### src/hw/rtl/rmcr_pkg.sv
// rmcr_pkg: shared types, constants and codes of the column ray caster
// no dependencies; imported by every rmcr module and the top level

package rmcr_pkg;

   // default module parameters
   localparam int DEF_SCREEN_WIDTH  = 120;
   localparam int DEF_SCREEN_HEIGHT = 40;
   localparam int DEF_MAX_STEPS     = 1000;
   localparam int DEF_MAP_SIZE      = 16;

   // fixed field widths
   localparam int COLUMN_W = 7;
   localparam int POS_W    = 16;
   localparam int MAP_W    = 64;
   localparam int MAG_W    = 19;   // step magnitude, q24
   localparam int RAY_W    = 30;   // signed q24 ray position
   localparam int DIST_W   = 17;
   localparam int ROOT_W   = 19;
   localparam int CSR_IDX_W = 3;

   // decoupling queue
   localparam int QUEUE_DEPTH = 2;

   // sine polynomial and march constants
   localparam logic [15:0] SIN_C1   = 16'd21167;
   localparam logic [15:0] SIN_C2   = 16'd2611;
   localparam logic [15:0] SIN_C3   = 16'd51472;
   localparam logic [15:0] SIN_ONE  = 16'd32768;
   localparam logic [15:0] QUARTER  = 16'd16384;
   localparam logic [15:0] HALF_FOV = 16'd8192;
   localparam logic [19:0] STEP_Q24 = 20'd419430;
   localparam logic [24:0] EDGE_Q24 = 25'd838861;
   localparam int          FULL_LIMIT = 119;

   // distance bands, q12
   localparam logic [ROOT_W-1:0] BAND_1 = ROOT_W'(3 * 4096);
   localparam logic [ROOT_W-1:0] BAND_2 = ROOT_W'(6 * 4096);
   localparam logic [ROOT_W-1:0] BAND_3 = ROOT_W'(12 * 4096);
   localparam logic [ROOT_W-1:0] BAND_4 = ROOT_W'(16 * 4096);

   // shade codes
   localparam logic [2:0] SHADE_BLANK  = 3'd0;
   localparam logic [2:0] SHADE_FULL   = 3'd1;
   localparam logic [2:0] SHADE_DARK   = 3'd2;
   localparam logic [2:0] SHADE_MEDIUM = 3'd3;
   localparam logic [2:0] SHADE_LIGHT  = 3'd4;

   // register indexes
   typedef enum logic [CSR_IDX_W-1:0] {
      CSR_PLAYER_X = 3'd0,
      CSR_PLAYER_Y = 3'd1,
      CSR_VIEW     = 3'd2,
      CSR_MAP_0    = 3'd3,
      CSR_MAP_1    = 3'd4,
      CSR_MAP_2    = 3'd5,
      CSR_MAP_3    = 3'd6
   } rmcr_csr_type;

   // front sequencer operations
   typedef enum logic [2:0] {
      OP_SETUP, OP_SQ, OP_POLY_A, OP_POLY_B, OP_SINE, OP_STEP
   } rmcr_op_type;

   typedef enum logic [1:0] {F_IDLE, F_CALC, F_PUSH} rmcr_front_state_type;

   typedef enum logic [2:0] {
      B_IDLE, B_MARCH, B_SQX, B_SQY, B_ROOT, B_PREP, B_DIV, B_OUT
   } rmcr_back_state_type;

   // one classified ray, front to back
   typedef struct packed {
      logic [COLUMN_W-1:0] column;
      logic                sx_neg;
      logic [MAG_W-1:0]    sx_mag;
      logic                sy_neg;
      logic [MAG_W-1:0]    sy_mag;
   } rmcr_ray_type;

   // queue handshake toward the back
   typedef struct packed {
      logic valid;
      logic full;
   } rmcr_qstat_type;

endpackage

### src/hw/rtl/rmcr_queue.sv
// rmcr_queue: short fifo of rays between front and back
// depends on rmcr_pkg

module rmcr_queue import rmcr_pkg::*; (
   input  logic         clock,
   input  logic         reset,
   input  logic         push,
   input  rmcr_ray_type push_ray,
   input  logic         pop,
   output rmcr_ray_type head_ray,
   output rmcr_qstat_type stat
);

   localparam int PTR_W = (QUEUE_DEPTH > 1) ? $clog2(QUEUE_DEPTH) : 1;
   localparam int CNT_W = $clog2(QUEUE_DEPTH + 1);

   rmcr_ray_type     entry_ff [QUEUE_DEPTH];
   logic [PTR_W-1:0] wr_ptr_ff, wr_ptr_in;
   logic [PTR_W-1:0] rd_ptr_ff, rd_ptr_in;
   logic [CNT_W-1:0] count_ff, count_in;

   // pointer and fill bookkeeping
   always_comb begin
      wr_ptr_in = wr_ptr_ff;
      rd_ptr_in = rd_ptr_ff;
      count_in  = count_ff;
      if (push) begin
         wr_ptr_in = (wr_ptr_ff == PTR_W'(QUEUE_DEPTH - 1)) ? '0 : wr_ptr_ff + 1'b1;
      end
      if (pop) begin
         rd_ptr_in = (rd_ptr_ff == PTR_W'(QUEUE_DEPTH - 1)) ? '0 : rd_ptr_ff + 1'b1;
      end
      if (push && !pop) begin
         count_in = count_ff + 1'b1;
      end else if (pop && !push) begin
         count_in = count_ff - 1'b1;
      end
   end

   always_ff @(posedge clock) begin
      if (reset) begin
         wr_ptr_ff <= '0;
         rd_ptr_ff <= '0;
         count_ff  <= '0;
      end else begin
         wr_ptr_ff <= wr_ptr_in;
         rd_ptr_ff <= rd_ptr_in;
         count_ff  <= count_in;
      end
   end

   // entry storage
   always_ff @(posedge clock) begin
      if (push) begin
         entry_ff[wr_ptr_ff] <= push_ray;
      end
   end

   assign head_ray   = entry_ff[rd_ptr_ff];
   assign stat.valid = (count_ff != '0);
   assign stat.full  = (count_ff == CNT_W'(QUEUE_DEPTH));

endmodule

### src/hw/rtl/rmcr_front.sv
// rmcr_front: accepts a column, forms the ray angle and its step vector
// depends on rmcr_pkg; feeds rmcr_queue

module rmcr_front import rmcr_pkg::*; #(
   parameter int SCREEN_WIDTH = DEF_SCREEN_WIDTH
) (
   input  logic                clock,
   input  logic                reset,
   input  logic                req_valid,
   output logic                req_ready,
   input  logic [COLUMN_W-1:0] req_column,
   input  logic [POS_W-1:0]    view_angle,
   input  logic                q_full,
   output logic                q_push,
   output rmcr_ray_type        q_ray
);

   localparam int NUM_COLS = 2 ** COLUMN_W;

   rmcr_front_state_type state_ff, state_in;
   rmcr_op_type          op_ff;
   logic                 phase_ff;

   logic [COLUMN_W-1:0] column_ff;
   logic [15:0]         ang_ff;
   logic [15:0]         u_ff, t2_ff, a_ff, b_ff, s_ff;
   logic                neg_ff;
   logic                cos_neg_ff;
   logic [MAG_W-1:0]    cos_mag_ff;
   logic                sin_neg_ff;
   logic [MAG_W-1:0]    sin_mag_ff;

   logic [15:0] ofs_tab [NUM_COLS];
   logic [15:0] pa;
   logic [14:0] t;
   logic [15:0] u;
   logic [19:0] mul_a;
   logic [15:0] mul_b;
   logic [35:0] prod;
   logic [20:0] prod_sh;

   // column to angle offset table, worked out at elaboration
   for (genvar g = 0; g < NUM_COLS; g++) begin : g_ofs
      localparam int OFS = (g * 16384) / SCREEN_WIDTH;
      assign ofs_tab[g] = 16'(OFS);
   end

   // quadrant fold of the current angle, cosine first
   assign pa = phase_ff ? ang_ff : ang_ff + QUARTER;
   assign t  = {pa[13:0], 1'b0};
   assign u  = pa[14] ? SIN_ONE - {1'b0, t} : {1'b0, t};

   // one shared multiplier
   always_comb begin
      unique case (op_ff)
         OP_SETUP: begin
            mul_a = '0;
            mul_b = '0;
         end
         OP_SQ: begin
            mul_a = 20'(u_ff);
            mul_b = u_ff;
         end
         OP_POLY_A: begin
            mul_a = 20'(SIN_C2);
            mul_b = t2_ff;
         end
         OP_POLY_B: begin
            mul_a = 20'(a_ff);
            mul_b = t2_ff;
         end
         OP_SINE: begin
            mul_a = 20'(b_ff);
            mul_b = u_ff;
         end
         OP_STEP: begin
            mul_a = STEP_Q24;
            mul_b = s_ff;
         end
         default: begin
            mul_a = '0;
            mul_b = '0;
         end
      endcase
   end

   assign prod    = 36'(mul_a) * 36'(mul_b);
   assign prod_sh = prod[35:15];

   // sequencer state
   always_comb begin
      state_in  = state_ff;
      req_ready = 1'b0;
      q_push    = 1'b0;
      unique case (state_ff)
         F_IDLE: begin
            req_ready = 1'b1;
            if (req_valid) state_in = F_CALC;
         end
         F_CALC: begin
            if (op_ff == OP_STEP && phase_ff) state_in = F_PUSH;
         end
         F_PUSH: begin
            if (!q_full) begin
               q_push   = 1'b1;
               state_in = F_IDLE;
            end
         end
         default: state_in = F_IDLE;
      endcase
   end

   always_ff @(posedge clock) begin
      if (reset) begin
         state_ff <= F_IDLE;
         op_ff    <= OP_SETUP;
         phase_ff <= 1'b0;
      end else begin
         state_ff <= state_in;
         if (state_ff == F_IDLE) begin
            op_ff    <= OP_SETUP;
            phase_ff <= 1'b0;
         end else if (state_ff == F_CALC) begin
            if (op_ff == OP_STEP) begin
               op_ff    <= OP_SETUP;
               phase_ff <= 1'b1;
            end else begin
               op_ff <= rmcr_op_type'(3'(op_ff + 3'd1));
            end
         end
      end
   end

   // polynomial datapath
   always_ff @(posedge clock) begin
      if (state_ff == F_IDLE && req_valid) begin
         column_ff <= req_column;
         ang_ff    <= view_angle - HALF_FOV + ofs_tab[req_column];
      end
      if (state_ff == F_CALC) begin
         unique case (op_ff)
            OP_SETUP: begin
               u_ff   <= u;
               neg_ff <= pa[15];
            end
            OP_SQ:     t2_ff <= prod_sh[15:0];
            OP_POLY_A: a_ff  <= SIN_C1 - prod_sh[15:0];
            OP_POLY_B: b_ff  <= SIN_C3 - prod_sh[15:0];
            OP_SINE:   s_ff  <= (prod_sh > 21'(SIN_ONE)) ? SIN_ONE : prod_sh[15:0];
            OP_STEP: begin
               if (phase_ff) begin
                  sin_neg_ff <= neg_ff;
                  sin_mag_ff <= prod_sh[MAG_W-1:0];
               end else begin
                  cos_neg_ff <= neg_ff;
                  cos_mag_ff <= prod_sh[MAG_W-1:0];
               end
            end
            default: ;
         endcase
      end
   end

   assign q_ray.column = column_ff;
   assign q_ray.sx_neg = cos_neg_ff;
   assign q_ray.sx_mag = cos_mag_ff;
   assign q_ray.sy_neg = sin_neg_ff;
   assign q_ray.sy_mag = sin_mag_ff;

endmodule

### src/hw/rtl/rmcr_back.sv
// rmcr_back: marches one ray, takes root and divide, classifies, holds the result
// depends on rmcr_pkg; fed from rmcr_queue

module rmcr_back import rmcr_pkg::*; #(
   parameter int SCREEN_HEIGHT = DEF_SCREEN_HEIGHT,
   parameter int MAX_STEPS     = DEF_MAX_STEPS,
   parameter int MAP_SIZE      = DEF_MAP_SIZE
) (
   input  logic                clock,
   input  logic                reset,
   input  rmcr_qstat_type      q_stat,
   input  rmcr_ray_type        q_ray,
   output logic                q_pop,
   input  logic [POS_W-1:0]    player_x,
   input  logic [POS_W-1:0]    player_y,
   input  logic [4*MAP_W-1:0]  map_bits,
   output logic                rsp_valid,
   input  logic                rsp_ready,
   output logic [COLUMN_W-1:0] rsp_column_out,
   output logic [5:0]          rsp_wall_top,
   output logic [5:0]          rsp_wall_bottom,
   output logic [2:0]          rsp_shade,
   output logic                rsp_full_column,
   output logic [DIST_W-1:0]   rsp_distance,
   output logic [POS_W-1:0]    rsp_hit_x,
   output logic [POS_W-1:0]    rsp_hit_y,
   output logic                rsp_wall_found
);

   localparam int NUM_W  = $clog2(SCREEN_HEIGHT + 1) + 12;
   localparam int SZ_W   = NUM_W + 3;
   localparam int STEP_W = $clog2(MAX_STEPS + 1);
   localparam int DIVC_W = $clog2(NUM_W + 1);
   localparam int CNT_W  = (STEP_W > DIVC_W) ? STEP_W : DIVC_W;
   localparam int SQ_W   = 37;
   localparam logic [NUM_W-1:0] NUM_INIT = NUM_W'(SCREEN_HEIGHT) << 12;
   localparam logic [SZ_W-1:0]  SZ_H     = SZ_W'(SCREEN_HEIGHT);

   rmcr_back_state_type state_ff, state_in;
   logic [CNT_W-1:0]    cnt_ff;
   logic                rsp_valid_ff;

   rmcr_ray_type        ray_ff;
   logic signed [RAY_W-1:0] rx_ff, ry_ff;
   logic                found_ff;
   logic [SQ_W-1:0]     sum_ff, v_ff, r_ff, bit_ff;
   logic [ROOT_W-1:0]   d_ff;
   logic [ROOT_W-1:0]   rem_ff;
   logic [NUM_W-1:0]    num_ff, quo_ff;

   logic [COLUMN_W-1:0] column_out_ff;
   logic [5:0]          top_ff, bottom_ff;
   logic [2:0]          shade_ff;
   logic                full_ff, found_out_ff;
   logic [DIST_W-1:0]   dist_ff;
   logic [POS_W-1:0]    hit_x_ff, hit_y_ff;

   logic signed [RAY_W-1:0] x0, y0, sx, sy, nrx, nry;
   logic                wall;
   logic signed [RAY_W:0] ddx, ddy, adx, ady;
   logic [17:0]         ax, ay, mul_op;
   logic [35:0]         sq;
   logic [SQ_W:0]       root_trial;
   logic [ROOT_W:0]     div_trial;
   logic                div_ge;
   logic                march_end;
   logic                load_out;

   logic [SZ_W-1:0]     size;
   logic                full;
   logic [SZ_W-1:0]     top_val, bot_val;
   logic [24:0]         gx, gy;
   logic                away;
   logic [2:0]          shade;

   // start point and signed step vector
   assign x0 = $signed({2'b00, player_x, 12'd0});
   assign y0 = $signed({2'b00, player_y, 12'd0});
   assign sx = ray_ff.sx_neg ? -$signed({11'd0, ray_ff.sx_mag})
                             :  $signed({11'd0, ray_ff.sx_mag});
   assign sy = ray_ff.sy_neg ? -$signed({11'd0, ray_ff.sy_mag})
                             :  $signed({11'd0, ray_ff.sy_mag});
   assign nrx = rx_ff + sx;
   assign nry = ry_ff + sy;

   // wall lookup, anything off the map is a wall
   always_comb begin
      if (nrx[RAY_W-1] || nry[RAY_W-1]) begin
         wall = 1'b1;
      end else if (nrx[28:24] >= 5'(MAP_SIZE) || nry[28:24] >= 5'(MAP_SIZE)) begin
         wall = 1'b1;
      end else begin
         wall = map_bits[{nry[27:24], nrx[27:24]}];
      end
   end

   assign march_end = wall || (cnt_ff == CNT_W'(MAX_STEPS - 1));

   // distance terms, q12 magnitudes
   assign ddx = (RAY_W+1)'(rx_ff) - (RAY_W+1)'(x0);
   assign ddy = (RAY_W+1)'(ry_ff) - (RAY_W+1)'(y0);
   assign adx = ddx[RAY_W] ? -ddx : ddx;
   assign ady = ddy[RAY_W] ? -ddy : ddy;
   assign ax  = adx[29:12];
   assign ay  = ady[29:12];
   assign mul_op = (state_ff == B_SQX) ? ax : ay;
   assign sq     = 36'(mul_op) * 36'(mul_op);

   // root digit and divide bit
   assign root_trial = (SQ_W+1)'(r_ff) + (SQ_W+1)'(bit_ff);
   assign div_trial  = {rem_ff, num_ff[NUM_W-1]};
   assign div_ge     = (div_trial >= {1'b0, d_ff});

   // size and row span
   always_comb begin
      size = SZ_W'(quo_ff) + (SZ_W'(quo_ff) << 2);
      size = size >> 2;
      full = (d_ff == '0) || (size > SZ_W'(FULL_LIMIT));
      top_val = (size >= SZ_H) ? '0 : ((SZ_H - size) >> 1);
      bot_val = (SZ_H + size) >> 1;
      if (bot_val > SZ_H) bot_val = SZ_H;
      if (full) begin
         top_val = '0;
         bot_val = SZ_H;
      end
   end

   // grid corner test and distance bands
   assign gx   = 25'h100_0000 - {1'b0, rx_ff[23:0]};
   assign gy   = 25'h100_0000 - {1'b0, ry_ff[23:0]};
   assign away = ({1'b0, rx_ff[23:0]} > EDGE_Q24 && gx > EDGE_Q24)
              || ({1'b0, ry_ff[23:0]} > EDGE_Q24 && gy > EDGE_Q24);

   always_comb begin
      if (full) begin
         shade = SHADE_FULL;
      end else if (!away) begin
         shade = SHADE_BLANK;
      end else if (d_ff < BAND_1) begin
         shade = SHADE_FULL;
      end else if (d_ff < BAND_2) begin
         shade = SHADE_DARK;
      end else if (d_ff < BAND_3) begin
         shade = SHADE_MEDIUM;
      end else if (d_ff < BAND_4) begin
         shade = SHADE_LIGHT;
      end else begin
         shade = SHADE_BLANK;
      end
   end

   assign load_out = (state_ff == B_OUT) && (!rsp_valid_ff || rsp_ready);

   // sequencer
   always_comb begin
      state_in = state_ff;
      q_pop    = 1'b0;
      unique case (state_ff)
         B_IDLE: begin
            if (q_stat.valid) begin
               q_pop    = 1'b1;
               state_in = B_MARCH;
            end
         end
         B_MARCH: if (march_end) state_in = B_SQX;
         B_SQX:   state_in = B_SQY;
         B_SQY:   state_in = B_ROOT;
         B_ROOT:  if (bit_ff[0]) state_in = B_PREP;
         B_PREP:  state_in = (r_ff == '0) ? B_OUT : B_DIV;
         B_DIV:   if (cnt_ff == CNT_W'(NUM_W - 1)) state_in = B_OUT;
         B_OUT:   if (load_out) state_in = B_IDLE;
         default: state_in = B_IDLE;
      endcase
   end

   always_ff @(posedge clock) begin
      if (reset) begin
         state_ff     <= B_IDLE;
         cnt_ff       <= '0;
         rsp_valid_ff <= 1'b0;
      end else begin
         state_ff <= state_in;
         if (state_ff == B_MARCH || state_ff == B_DIV) begin
            cnt_ff <= cnt_ff + 1'b1;
         end else begin
            cnt_ff <= '0;
         end
         if (load_out) begin
            rsp_valid_ff <= 1'b1;
         end else if (rsp_ready) begin
            rsp_valid_ff <= 1'b0;
         end
      end
   end

   // ray, root and divide datapath
   always_ff @(posedge clock) begin
      unique case (state_ff)
         B_IDLE: begin
            ray_ff   <= q_ray;
            rx_ff    <= x0;
            ry_ff    <= y0;
            found_ff <= 1'b0;
         end
         B_MARCH: begin
            rx_ff    <= nrx;
            ry_ff    <= nry;
            found_ff <= wall;
         end
         B_SQX: sum_ff <= SQ_W'(sq);
         B_SQY: begin
            v_ff   <= sum_ff + SQ_W'(sq);
            r_ff   <= '0;
            bit_ff <= SQ_W'(1) << 36;
         end
         B_ROOT: begin
            if ((SQ_W+1)'(v_ff) >= root_trial) begin
               v_ff <= v_ff - root_trial[SQ_W-1:0];
               r_ff <= (r_ff >> 1) + bit_ff;
            end else begin
               r_ff <= r_ff >> 1;
            end
            bit_ff <= bit_ff >> 2;
         end
         B_PREP: begin
            d_ff   <= r_ff[ROOT_W-1:0];
            num_ff <= NUM_INIT;
            rem_ff <= '0;
            quo_ff <= '0;
         end
         B_DIV: begin
            rem_ff <= div_ge ? ROOT_W'(div_trial - {1'b0, d_ff}) : div_trial[ROOT_W-1:0];
            quo_ff <= {quo_ff[NUM_W-2:0], div_ge};
            num_ff <= num_ff << 1;
         end
         default: ;
      endcase
   end

   // result register
   always_ff @(posedge clock) begin
      if (load_out) begin
         column_out_ff <= ray_ff.column;
         top_ff        <= top_val[5:0];
         bottom_ff     <= bot_val[5:0];
         shade_ff      <= shade;
         full_ff       <= full;
         dist_ff       <= (d_ff[ROOT_W-1:DIST_W] != '0) ? '1 : d_ff[DIST_W-1:0];
         hit_x_ff      <= rx_ff[RAY_W-1] ? '0 : (rx_ff[28] ? '1 : rx_ff[27:12]);
         hit_y_ff      <= ry_ff[RAY_W-1] ? '0 : (ry_ff[28] ? '1 : ry_ff[27:12]);
         found_out_ff  <= found_ff;
      end
   end

   assign rsp_valid       = rsp_valid_ff;
   assign rsp_column_out  = column_out_ff;
   assign rsp_wall_top    = top_ff;
   assign rsp_wall_bottom = bottom_ff;
   assign rsp_shade       = shade_ff;
   assign rsp_full_column = full_ff;
   assign rsp_distance    = dist_ff;
   assign rsp_hit_x       = hit_x_ff;
   assign rsp_hit_y       = hit_y_ff;
   assign rsp_wall_found  = found_out_ff;

endmodule

### src/hw/rtl/raymarch_column_renderer.sv
// channel  | ports                          | moves
// req      | req_valid/ready, req_column    | one column to cast
// rsp      | rsp_valid/ready, rsp_*         | span, shade, distance, hit point
// csr      | csr_valid/ready, csr_index/data| one register write, always ready
//
// an item marches up to MAX_STEPS steps when no wall is hit, fewer otherwise:
// 12 sine steps in the front, one march step per cycle in the back,
// then 19 root digits and one divide bit per cycle.
// the front takes the next column while the back marches; a 2-entry queue sits between.
// a result waits in the output register under rsp stall while the back starts the next ray.
// synchronous active-high reset clears control state and loads register defaults.
//
// top level of the column ray caster; depends on rmcr_pkg, rmcr_front,
// rmcr_queue and rmcr_back

module raymarch_column_renderer import rmcr_pkg::*; #(
   parameter int SCREEN_WIDTH  = DEF_SCREEN_WIDTH,
   parameter int SCREEN_HEIGHT = DEF_SCREEN_HEIGHT,
   parameter int MAX_STEPS     = DEF_MAX_STEPS,
   parameter int MAP_SIZE      = DEF_MAP_SIZE
) (
   input  logic                 clock,
   input  logic                 reset,
   input  logic                 req_valid,
   output logic                 req_ready,
   input  logic [COLUMN_W-1:0]  req_column,
   output logic                 rsp_valid,
   input  logic                 rsp_ready,
   output logic [COLUMN_W-1:0]  rsp_column_out,
   output logic [5:0]           rsp_wall_top,
   output logic [5:0]           rsp_wall_bottom,
   output logic [2:0]           rsp_shade,
   output logic                 rsp_full_column,
   output logic [DIST_W-1:0]    rsp_distance,
   output logic [POS_W-1:0]     rsp_hit_x,
   output logic [POS_W-1:0]     rsp_hit_y,
   output logic                 rsp_wall_found,
   input  logic                 csr_valid,
   output logic                 csr_ready,
   input  logic [CSR_IDX_W-1:0] csr_index,
   input  logic [MAP_W-1:0]     csr_data
);

   logic [POS_W-1:0] player_x_ff, player_y_ff, view_angle_ff;
   logic [MAP_W-1:0] map_ff [4];

   logic           q_push, q_pop;
   rmcr_ray_type   push_ray, head_ray;
   rmcr_qstat_type q_stat;

   // configuration registers
   assign csr_ready = 1'b1;

   always_ff @(posedge clock) begin
      if (reset) begin
         player_x_ff   <= 16'd56033;
         player_y_ff   <= 16'd9298;
         view_angle_ff <= 16'd57521;
         for (int i = 0; i < 4; i++) map_ff[i] <= '0;
      end else if (csr_valid) begin
         unique case (csr_index)
            CSR_PLAYER_X: player_x_ff   <= csr_data[POS_W-1:0];
            CSR_PLAYER_Y: player_y_ff   <= csr_data[POS_W-1:0];
            CSR_VIEW:     view_angle_ff <= csr_data[POS_W-1:0];
            CSR_MAP_0:    map_ff[0]     <= csr_data;
            CSR_MAP_1:    map_ff[1]     <= csr_data;
            CSR_MAP_2:    map_ff[2]     <= csr_data;
            CSR_MAP_3:    map_ff[3]     <= csr_data;
            default: ;
         endcase
      end
   end

   // angle and step vector
   rmcr_front #(
      .SCREEN_WIDTH (SCREEN_WIDTH)
   ) u_front (
      .clock      (clock),
      .reset      (reset),
      .req_valid  (req_valid),
      .req_ready  (req_ready),
      .req_column (req_column),
      .view_angle (view_angle_ff),
      .q_full     (q_stat.full),
      .q_push     (q_push),
      .q_ray      (push_ray)
   );

   // decoupling queue
   rmcr_queue u_queue (
      .clock    (clock),
      .reset    (reset),
      .push     (q_push),
      .push_ray (push_ray),
      .pop      (q_pop),
      .head_ray (head_ray),
      .stat     (q_stat)
   );

   // march, measure and classify
   rmcr_back #(
      .SCREEN_HEIGHT (SCREEN_HEIGHT),
      .MAX_STEPS     (MAX_STEPS),
      .MAP_SIZE      (MAP_SIZE)
   ) u_back (
      .clock           (clock),
      .reset           (reset),
      .q_stat          (q_stat),
      .q_ray           (head_ray),
      .q_pop           (q_pop),
      .player_x        (player_x_ff),
      .player_y        (player_y_ff),
      .map_bits        ({map_ff[3], map_ff[2], map_ff[1], map_ff[0]}),
      .rsp_valid       (rsp_valid),
      .rsp_ready       (rsp_ready),
      .rsp_column_out  (rsp_column_out),
      .rsp_wall_top    (rsp_wall_top),
      .rsp_wall_bottom (rsp_wall_bottom),
      .rsp_shade       (rsp_shade),
      .rsp_full_column (rsp_full_column),
      .rsp_distance    (rsp_distance),
      .rsp_hit_x       (rsp_hit_x),
      .rsp_hit_y       (rsp_hit_y),
      .rsp_wall_found  (rsp_wall_found)
   );

endmodule

### config.mk
export PLATFORM = sky130hd
export DESIGN_NAME = raymarch_column_renderer
export DESIGN_NICKNAME = d
export VERILOG_FILES = /design/src/hw/rtl/rmcr_pkg.sv /design/src/hw/rtl/rmcr_queue.sv /design/src/hw/rtl/rmcr_front.sv /design/src/hw/rtl/rmcr_back.sv /design/src/hw/rtl/raymarch_column_renderer.sv
export SDC_FILE = /design/constraint.sdc
export NUM_CORES = 2
export LEC_CHECK = 0
export ABC_AREA = 1
export BUFFER_PORTS_ARGS = -buffer_cell sky130_fd_sc_hd__clkbuf_2
export CAP_MARGIN = 10
export CELL_PAD_IN_SITES_DETAIL_PLACEMENT = 0
export CELL_PAD_IN_SITES_GLOBAL_PLACEMENT = 2
export CORE_ASPECT_RATIO = 0.8
export CORE_UTILIZATION = 35
export DETAILED_ROUTE_END_ITERATION = 12
export PLACE_DENSITY_LB_ADDON = 0.1
export SLEW_MARGIN = 5
export SYNTH_ARGS = -nofsm -noshare
export SYNTH_HDL_FRONTEND = slang
export SYNTH_SLANG_ARGS = --single-unit
### constraint.sdc
create_clock -name clock -period 13.13 [get_ports clock]
set_input_delay 0.6565 -clock clock [delete_from_list [all_inputs] [get_ports clock]]
set_output_delay 0.6565 -clock clock [all_outputs]
set_load 0.02 [all_outputs]
==> Word-level counts from Yosys, hierarchy flattened <==
Memory sizes are Yosys's and may differ from the RTL's. A register that Yosys moved wholly into a read port is not among the register bits.
Index checks and enable logic that the tools add are counted.
{ "word_totals": {"reg_bits": 571, "mem_bits_rw": 350, "rom_bits": 2048, "in_bits": 79, "out_inout_bits": 76, "wordCells": 273, "memories": 3} }
{ "op_classes": {"addsub": 30, "n_mul": 2, "order_cmp": 18, "eq_ne": 32, "mux": 81, "bitwise_logic": 8, "n_reduce_logical": 52} }
{ "mem_list": {"columns": ["memory", "depth", "width", "read_ports", "rd_ports_with_merged_regs", "wr", "line", "text"], "rows": [
  ["(name not given)", 128, 16, 1, 0, 0, "rmcr_front.sv:138", "ang_ff <= view_angle - HALF_FOV + ofs_tab[req_column];"],
  ["map_ff", 4, 64, 4, 0, 4, "raymarch_column_renderer.sv:45", "logic [MAP_W-1:0] map_ff [4];"],
  ["u_queue.entry_ff", 2, 47, 1, 1, 1, "rmcr_queue.sv:17", "rmcr_ray_type entry_ff [QUEUE_DEPTH];"]
]} }
{ "op_table": {"columns": ["operator", "n"], "rows": [
  ["$mux 64", 4],
  ["$pmux 37 s2", 3],
  ["$mux 30", 4],
  ["$pmux 30 s2", 2],
  ["$pmux 19 s5", 1],
  ["$mux 16", 5],
  ["$mux 37", 2],
  ["$pmux 18 s2", 2],
  ["$sub 30x29->31", 2],
  ["$add 30x30->30", 2],
  ["$neg 19->30", 2],
  ["$neg 30->30", 2],
  ["$gt 25x20->1 const B", 2],
  ["$sub 25x24->25 const A", 2],
  ["$gt 24x20->1 const B", 2],
  ["$pmux 16 s3", 1],
  ["$add 37x37->38", 1],
  ["$ge 37x38->1", 1],
  ["$pmux 19 s2", 1],
  ["$add 36x36->37", 1],
  ["$add 36x37->37", 1],
  ["$logic_not 37->1", 1],
  ["$sub 37x37->37", 1],
  ["$mul 18x18->36", 1],
  ["other kinds (63)", 177]
]} }

==> Logic depth before layout (Yosys ltp) <==
{ "logic_depth": {"depth_word": 10, "mapped_depth": 59, "depth_no_buf": 57} }

==> Hierarchy <==
Synthesis repeated with hierarchy kept, for this count alone.
{ "unflattened": {"hier_cells": 8920, "area_unflattened_um2": 75313.5} }
{ "by_module_without_submodules": {"columns": ["mod", "n_inst", "cells_per_inst", "area_per_inst_um2", "seq_area_each_um2"], "rows": [
  ["rmcr_back", 1, 5676, 42224.2, 11330.9],
  ["rmcr_front", 1, 2201, 18255.0, 4414.2],
  ["raymarch_column_renderer", 1, 864, 11093.1, 8648.3],
  ["rmcr_queue", 1, 179, 3741.1, 2922.8]
]} }

==> Worst setup path after synthesis <==
No wires, ideal clock.
{ "synth_path": {"kind": "reg-to-reg", "startpoint": "register u_back.ry_ff[12]", "endpoint": "register u_back.v_ff[36], data pin", "setup_ns": 0.258, "arrival_time_ns": 9.640, "required_time_ns": 12.872, "slack_ns": 3.232, "path_stages_with_launch": 51, "path_buffers": 1, "synth_period_minus_slack_ns": 9.898, "path_cell_list": "edfxtp_1 -> inv_1 -> ha_1 -> fa_1 -> o21ai_1 -> a21o_1 -> a21oi_1 -> o21ai_1 -> nand3_1 -> nand2_1 -> nand2_1 -> nand2_1 -> nand2_1 -> a32oi_2 -> inv_1 -> clkbuf_1 -> nor2_1 -> inv_1 -> [... 15 more ...] -> a21boi_1 -> o21ai_0 -> nand2_1 -> nand2_1 -> xor2_1 -> ha_1 -> a21oi_1 -> o21ai_0 -> a221oi_1 -> nand2_1 -> nand3_1 -> nand2_1 -> nand2_1 -> nand2_1 -> a21oi_1 -> nor2_1 -> o21ai_0 -> nand2_1"} }
{ "synth_between": {"elab_chain_len": 7} }
{ "synth_lines": {"columns": ["element", "line", "text"], "rows": [
  ["start: declaration", "rmcr_back.sv:44", "logic signed [RAY_W-1:0] rx_ff, ry_ff;"],
  ["start signal: assignment", "rmcr_back.sv:202", "ry_ff <= y0;"],
  ["start signal: assignment", "rmcr_back.sv:207", "ry_ff <= nry;"],
  ["$sub 30x29->31 (*)", "rmcr_back.sv:101", "assign ddy = (RAY_W+1)'(ry_ff) - (RAY_W+1)'(y0);"],
  ["$neg 30->30", "rmcr_back.sv:103", "assign ady = ddy[RAY_W] ? -ddy : ddy;"],
  ["$mux 30 (*)", "rmcr_back.sv:103", null],
  ["$mux 18 (*)", "rmcr_back.sv:106", "assign mul_op = (state_ff == B_SQX) ? ax : ay;"],
  ["$mul 18x18->36 (*)", "rmcr_back.sv:107", "assign sq = 36'(mul_op) * 36'(mul_op);"],
  ["named net u_back.sq[26]", "rmcr_back.sv:62", "logic [35:0] sq;"],
  ["$add 36x36->37 (*)", "rmcr_back.sv:212", "v_ff <= sum_ff + SQ_W'(sq);"],
  ["$pmux 37 s2 (*)", "rmcr_back.sv:198", "unique case (state_ff)"],
  ["end signal: assignment", "rmcr_back.sv:212", null],
  ["end signal: assignment", "rmcr_back.sv:218", "v_ff <= v_ff - root_trial[SQ_W-1:0];"],
  ["end: declaration", "rmcr_back.sv:46", "logic [SQ_W-1:0] sum_ff, v_ff, r_ff, bit_ff;"]
]} }
Mark *: on every way through the listed nets, which the timed path passes. The rest lies on a longest branch.
A chain may end at the register's enable or synchronous reset.

==> Worst setup path after layout <==
{ "layout_path": {"startpoint": "register u_back.rx_ff[12]", "endpoint": "register u_back.v_ff[35], data pin"} }
{ "layout_between": {"elab_chain_len": 7} }
{ "layout_lines": {"columns": ["element", "line", "text"], "rows": [
  ["start: declaration", "rmcr_back.sv:44", null],
  ["start signal: assignment", "rmcr_back.sv:206", "rx_ff <= nrx;"],
  ["$sub 30x29->31 (*)", "rmcr_back.sv:100", "assign ddx = (RAY_W+1)'(rx_ff) - (RAY_W+1)'(x0);"],
  ["$neg 30->30", "rmcr_back.sv:102", "assign adx = ddx[RAY_W] ? -ddx : ddx;"],
  ["$mux 30 (*)", "rmcr_back.sv:102", null],
  ["$mux 18 (*)", "rmcr_back.sv:106", null],
  ["$mul 18x18->36 (*)", "rmcr_back.sv:107", null],
  ["named net u_back.sq[30]", "rmcr_back.sv:62", null],
  ["$add 36x36->37 (*)", "rmcr_back.sv:212", null],
  ["$pmux 37 s2 (*)", "rmcr_back.sv:198", null]
]} }
Marks and branches as above.

==> impl_summary.md <==
Cells and area
The total non-filler cell area in the finished layout is 80300 um2. The share of cells above drive strength 1 is 0.0617. The area growth from synthesis to layout is 10.3%. The net count of the finished layout is 9659.

Synthesis
In the synthesized netlist, the number of instances is 8486. The total of warnings raised by yosys is 0. The async set or reset register ratio after synthesis is 0.

The number of nets handed over by synthesis was 9544. The cell area that synthesis handed to floorplanning was 72800 um2. The synthesized design contains 861 enable-type register cells. The synthesized design contains 933 register bits.

Counting distinct cell types in the post-synthesis netlist gives 75. In the synthesized netlist the dominant register cell turns out to be sky130_fd_sc_hd__edfxtp_1. The sequential fraction of the synthesis area is 0.375. Averaged over all synthesized cells, the footprint is 8.58 um2.

Global route
The first global-routing pass estimated 358000 um of wire. The number of global-route vias before repair is 57100. For this run the aggregate overflow at the end of global routing stands at 0. The initial antenna violation count came to 10.

For this run, the total global-route usage over all layers was measured as 0.223. Entering global routing, the biggest net connects 129 pins.

Critical path
STA classifies the critical path startpoint as a register. Across all register-to-register paths, the minimum setup slack is 0.95 ns. The endpoint type of the worst setup path is a register. In this run the worst path has a maximum fanout of 15. The critical path arrival is 12.63 ns.

The most frequent cell on the critical path is sky130_fd_sc_hd__nand2_1. STA puts the critical path data required time at 13.59 ns. The slowest stage of the critical path belongs to the cell sky130_fd_sc_hd__fa_1. The launching point of the worst reg2reg path is u_back.rx_ff[12]. In this run the critical register-to-register path is captured at u_back.v_ff[35].

The worst setup path category is reg -> reg. The biggest cell delay along the critical path is 0.60 ns. The number of cell instances on the worst register-to-register path is 48.

Min path
The end of the worst hold path is player_x_ff[15]. The worst hold path passes through 3 cells. The path category of the worst min-delay check is in -> reg. The startpoint identified for the worst hold timing path is csr_data[15].

Routing
The mean routed wirelength per cell is 20.4 um. The detail route stage leaves a number of antenna-violating nets equal to 0. The detailed-route wire length is 233000 um. For this run, design rule violations remaining after detail routing come to 0. The first detailed-routing pass ran for 6 iterations. The DRC violation total after the first TritonRoute iteration is 4377. The via count is 57100.

After detailed routing, the number of vias per cell comes to 5.01.

Die
The placement row count is 149. The x dimension of the die is 512 um. The initial standard-cell utilization of the core is 0.353. 155 I/O pins were placed.

The die is 410 um tall. The die covers 210000 um2. The total core area is 207000 um2.

Placed design
The worst slack at placement is 0.899 ns. Summing all placed instances gives a cell area of 76900 um2. At the end of routability-driven placement, the weighted congestion stood at 0.853. The detailed-placement wirelength estimate is 178000 um. The count of buffers inserted at the top-level ports is 153.

CTS
The hold-fix buffer count after cts is 0. Clock latency on the worst-skew pair, taken at its later pin, is 0.78 ns. The clock-pin slew of the registers on the worst-case setup and hold paths is 0.07 ns. The CTS tree is yes. Clock tree synthesis selected as its root buffer the cell sky130_fd_sc_hd__clkbuf_16.

The tree built by TritonCTS fans out to 933 sinks. The number of instances resized during post-cts repair is 0. After clock tree synthesis, the setup repair step added 0 buffers.

Counting the buffers created by CTS gives 106. The clock passes through at most 3 buffers. The H-tree was split into 3 levels.

Timing
Final hold analysis gives a worst-case slack of 0.121 ns. The worst slew slack as a fraction of its limit is 0.236. Timing would allow up to 82.1 MHz. The period utilization is 0.927. The number of slew-limit violations in the final report was 0.

The hold violation total from the final report is 0. For the pin with the worst max-slew slack, the measured transition is 1.15 ns. Setup repair after global routing left no endpoint under its margin. Setup violations remaining at the end of the flow were counted as 0.

The final worst-path setup slack is 0.954 ns. On the final layout, the worst clock skew is 0.0850 ns. The accumulated negative setup slack is 0 ns.

After layout, the minimum clock period comes to 12.18 ns.

Run status
The run finished with clean final reports.

Run
The tool flagged a number of max-cap violations equal to 0.
synthesized netlist by cell type, drive strengths merged (2+ instances only):
cell        n  share of area
o211ai     36         0.0037
a21boi     17         0.0018
and3        4        0.00034
nand3     458          0.032
xor2      217          0.027
o41ai       2        0.00024
o22ai       5        0.00052
nor3b      11         0.0011
o221ai      9         0.0011
nand3b     12         0.0012
a211oi     11         0.0011
a221oi     11         0.0013
buf        55         0.0038
o21ai     440          0.030
clkinv      8        0.00041
edfxtp    861           0.35
fa        444           0.12
clkbuf    164         0.0085
nor4       46         0.0040
nand4      39         0.0033
a22oi       8        0.00082
a31o        4        0.00048
ha        535          0.092
a311oi      2        0.00024
dfxtp      72          0.020
a21o       24         0.0025
o31ai      18         0.0019
nor2      999          0.052
xnor2     103          0.012
o2111ai     5        0.00060
or2        29         0.0025
nand2    1714          0.089
nor3       73         0.0051
o32ai       3        0.00036
a32oi       2        0.00045
a22o       13         0.0016
o21bai     23         0.0024
inv      1361          0.070
a21oi     586          0.041
a31oi      33         0.0028
o21a       16         0.0016
o311ai      3        0.00036
sequential cells by signal, summed over array words and instances (netlist names), 17 cells and up:
signal	cells
map_ff	256
u_back.bit_ff	19
u_back.d_ff	19
u_back.quo_ff	18
u_back.r_ff	37
u_back.ray_ff	47
u_back.rem_ff	19
u_back.rsp_distance	17
u_back.rx_ff	30
u_back.ry_ff	30
u_back.sum_ff	35
u_back.v_ff	37
u_front.cos_mag_ff	19
u_front.sin_mag_ff	19
u_queue.entry_ff	94
cells by family (layout without fill, tap and decap cells):
logic type,count (synthesis),after routing,synth area share
simple gates,3387,3387,0.191
buf+inv,1588,1789,0.0829
compound gates,1276,1276,0.0980
fa+ha+maj,979,979,0.214
flops,933,933,0.375
xor+xnor,320,320,0.0392
mux,2,2,0.000292
other cells,1,6,0.0000515
layout by cell type, fill, tap and decap left out, types with 16 or more instances in the layout:
cell / count
sky130_fd_sc_hd__a21oi_1: 575
sky130_fd_sc_hd__clkinv_1: 22
sky130_fd_sc_hd__ha_1: 535
sky130_fd_sc_hd__o31ai_1: 18
sky130_fd_sc_hd__buf_4: 73
sky130_fd_sc_hd__dfxtp_1: 71
sky130_fd_sc_hd__a21o_1: 23
sky130_fd_sc_hd__clkbuf_16: 108
sky130_fd_sc_hd__or2_2: 27
sky130_fd_sc_hd__nor2_1: 975
sky130_fd_sc_hd__a31oi_1: 33
sky130_fd_sc_hd__inv_2: 26
sky130_fd_sc_hd__o21ai_1: 25
sky130_fd_sc_hd__o21a_1: 16
sky130_fd_sc_hd__xor2_1: 209
sky130_fd_sc_hd__clkinv_2: 18
sky130_fd_sc_hd__nor4_1: 44
sky130_fd_sc_hd__nand4_1: 39
sky130_fd_sc_hd__fa_1: 444
sky130_fd_sc_hd__xnor2_1: 103
sky130_fd_sc_hd__inv_1: 1333
sky130_fd_sc_hd__nand2_2: 17
sky130_fd_sc_hd__edfxtp_1: 861
sky130_fd_sc_hd__nand2_1: 1691
sky130_fd_sc_hd__o21bai_1: 22
sky130_fd_sc_hd__o211ai_1: 36
sky130_fd_sc_hd__nor3_1: 71
sky130_fd_sc_hd__clkbuf_1: 26
sky130_fd_sc_hd__o21ai_0: 409
sky130_fd_sc_hd__clkbuf_2: 153
sky130_fd_sc_hd__nand3_1: 446
worst max-delay path, delay by kind of cell, from the launching register on:
| kind | cells | cell delay, ns |
|---|---|---|
| simple gates | 18 | 3.34 |
| buf+inv | 7 | 0.86 |
| flops | 1 | 0.40 |
| compound gates | 12 | 2.37 |
| fa+ha+maj | 10 | 4.76 |
| xor+xnor | 1 | 0.14 |
layer usage:
layer | vias up | track usage | share of wire
li1 | 28000 | - | -
met1 | 27800 | 0.352 | 0.53
met2 | 1116 | 0.328 | 0.41
met3 | 173 | 0.0237 | 0.044
met4 | 2 | 0.0334 | 0.014
met5 | - | 0 | 0.000056
worst max-delay path by stage:
stage,start,end,slack (ns),depth (start not counted)
finish,u_back.rx_ff[12],u_back.v_ff[35],0.95,48
global route,u_back.rx_ff[12],u_back.v_ff[36],0.01,53
CTS,u_back.rx_ff[12],u_back.v_ff[35],0.81,48
detailed placement,u_back.rx_ff[12],u_back.v_ff[35],0.90,48
global placement,u_back.rx_ff[12],u_back.v_ff[36],0.84,49
floorplan,u_back.ry_ff[12],u_back.v_ff[36],3.23,50
metrics by stage:
| stage | instances | utilization |
|---|---|---|
| 3_3_place_gp | 11200 | 0.372 |
| 2_1_floorplan | 8486 | - |
| 4_1_cts | 11400 | 0.389 |
| 6_report | 11400 | 0.389 |
| 5_1_grt | 11400 | 0.389 |
| 3_5_place_dp | 11200 | 0.372 |
area by class of cell:
type,instances,area (um2)
Tap cell,2718,3400
Clock inverter,58,613
Clock buffer,136,2830
Inverter,1369,5140
Antenna cell,5,12.5
Timing Repair Buffer,226,1310
Sequential cell,933,27300
Fill cell,21200,126000
Multi-Input combinational cell,5965,39700
Power is left out: the tool's default activity adds up to more than one toggle a clock period on the data nets, which glitch-free logic cannot reach.
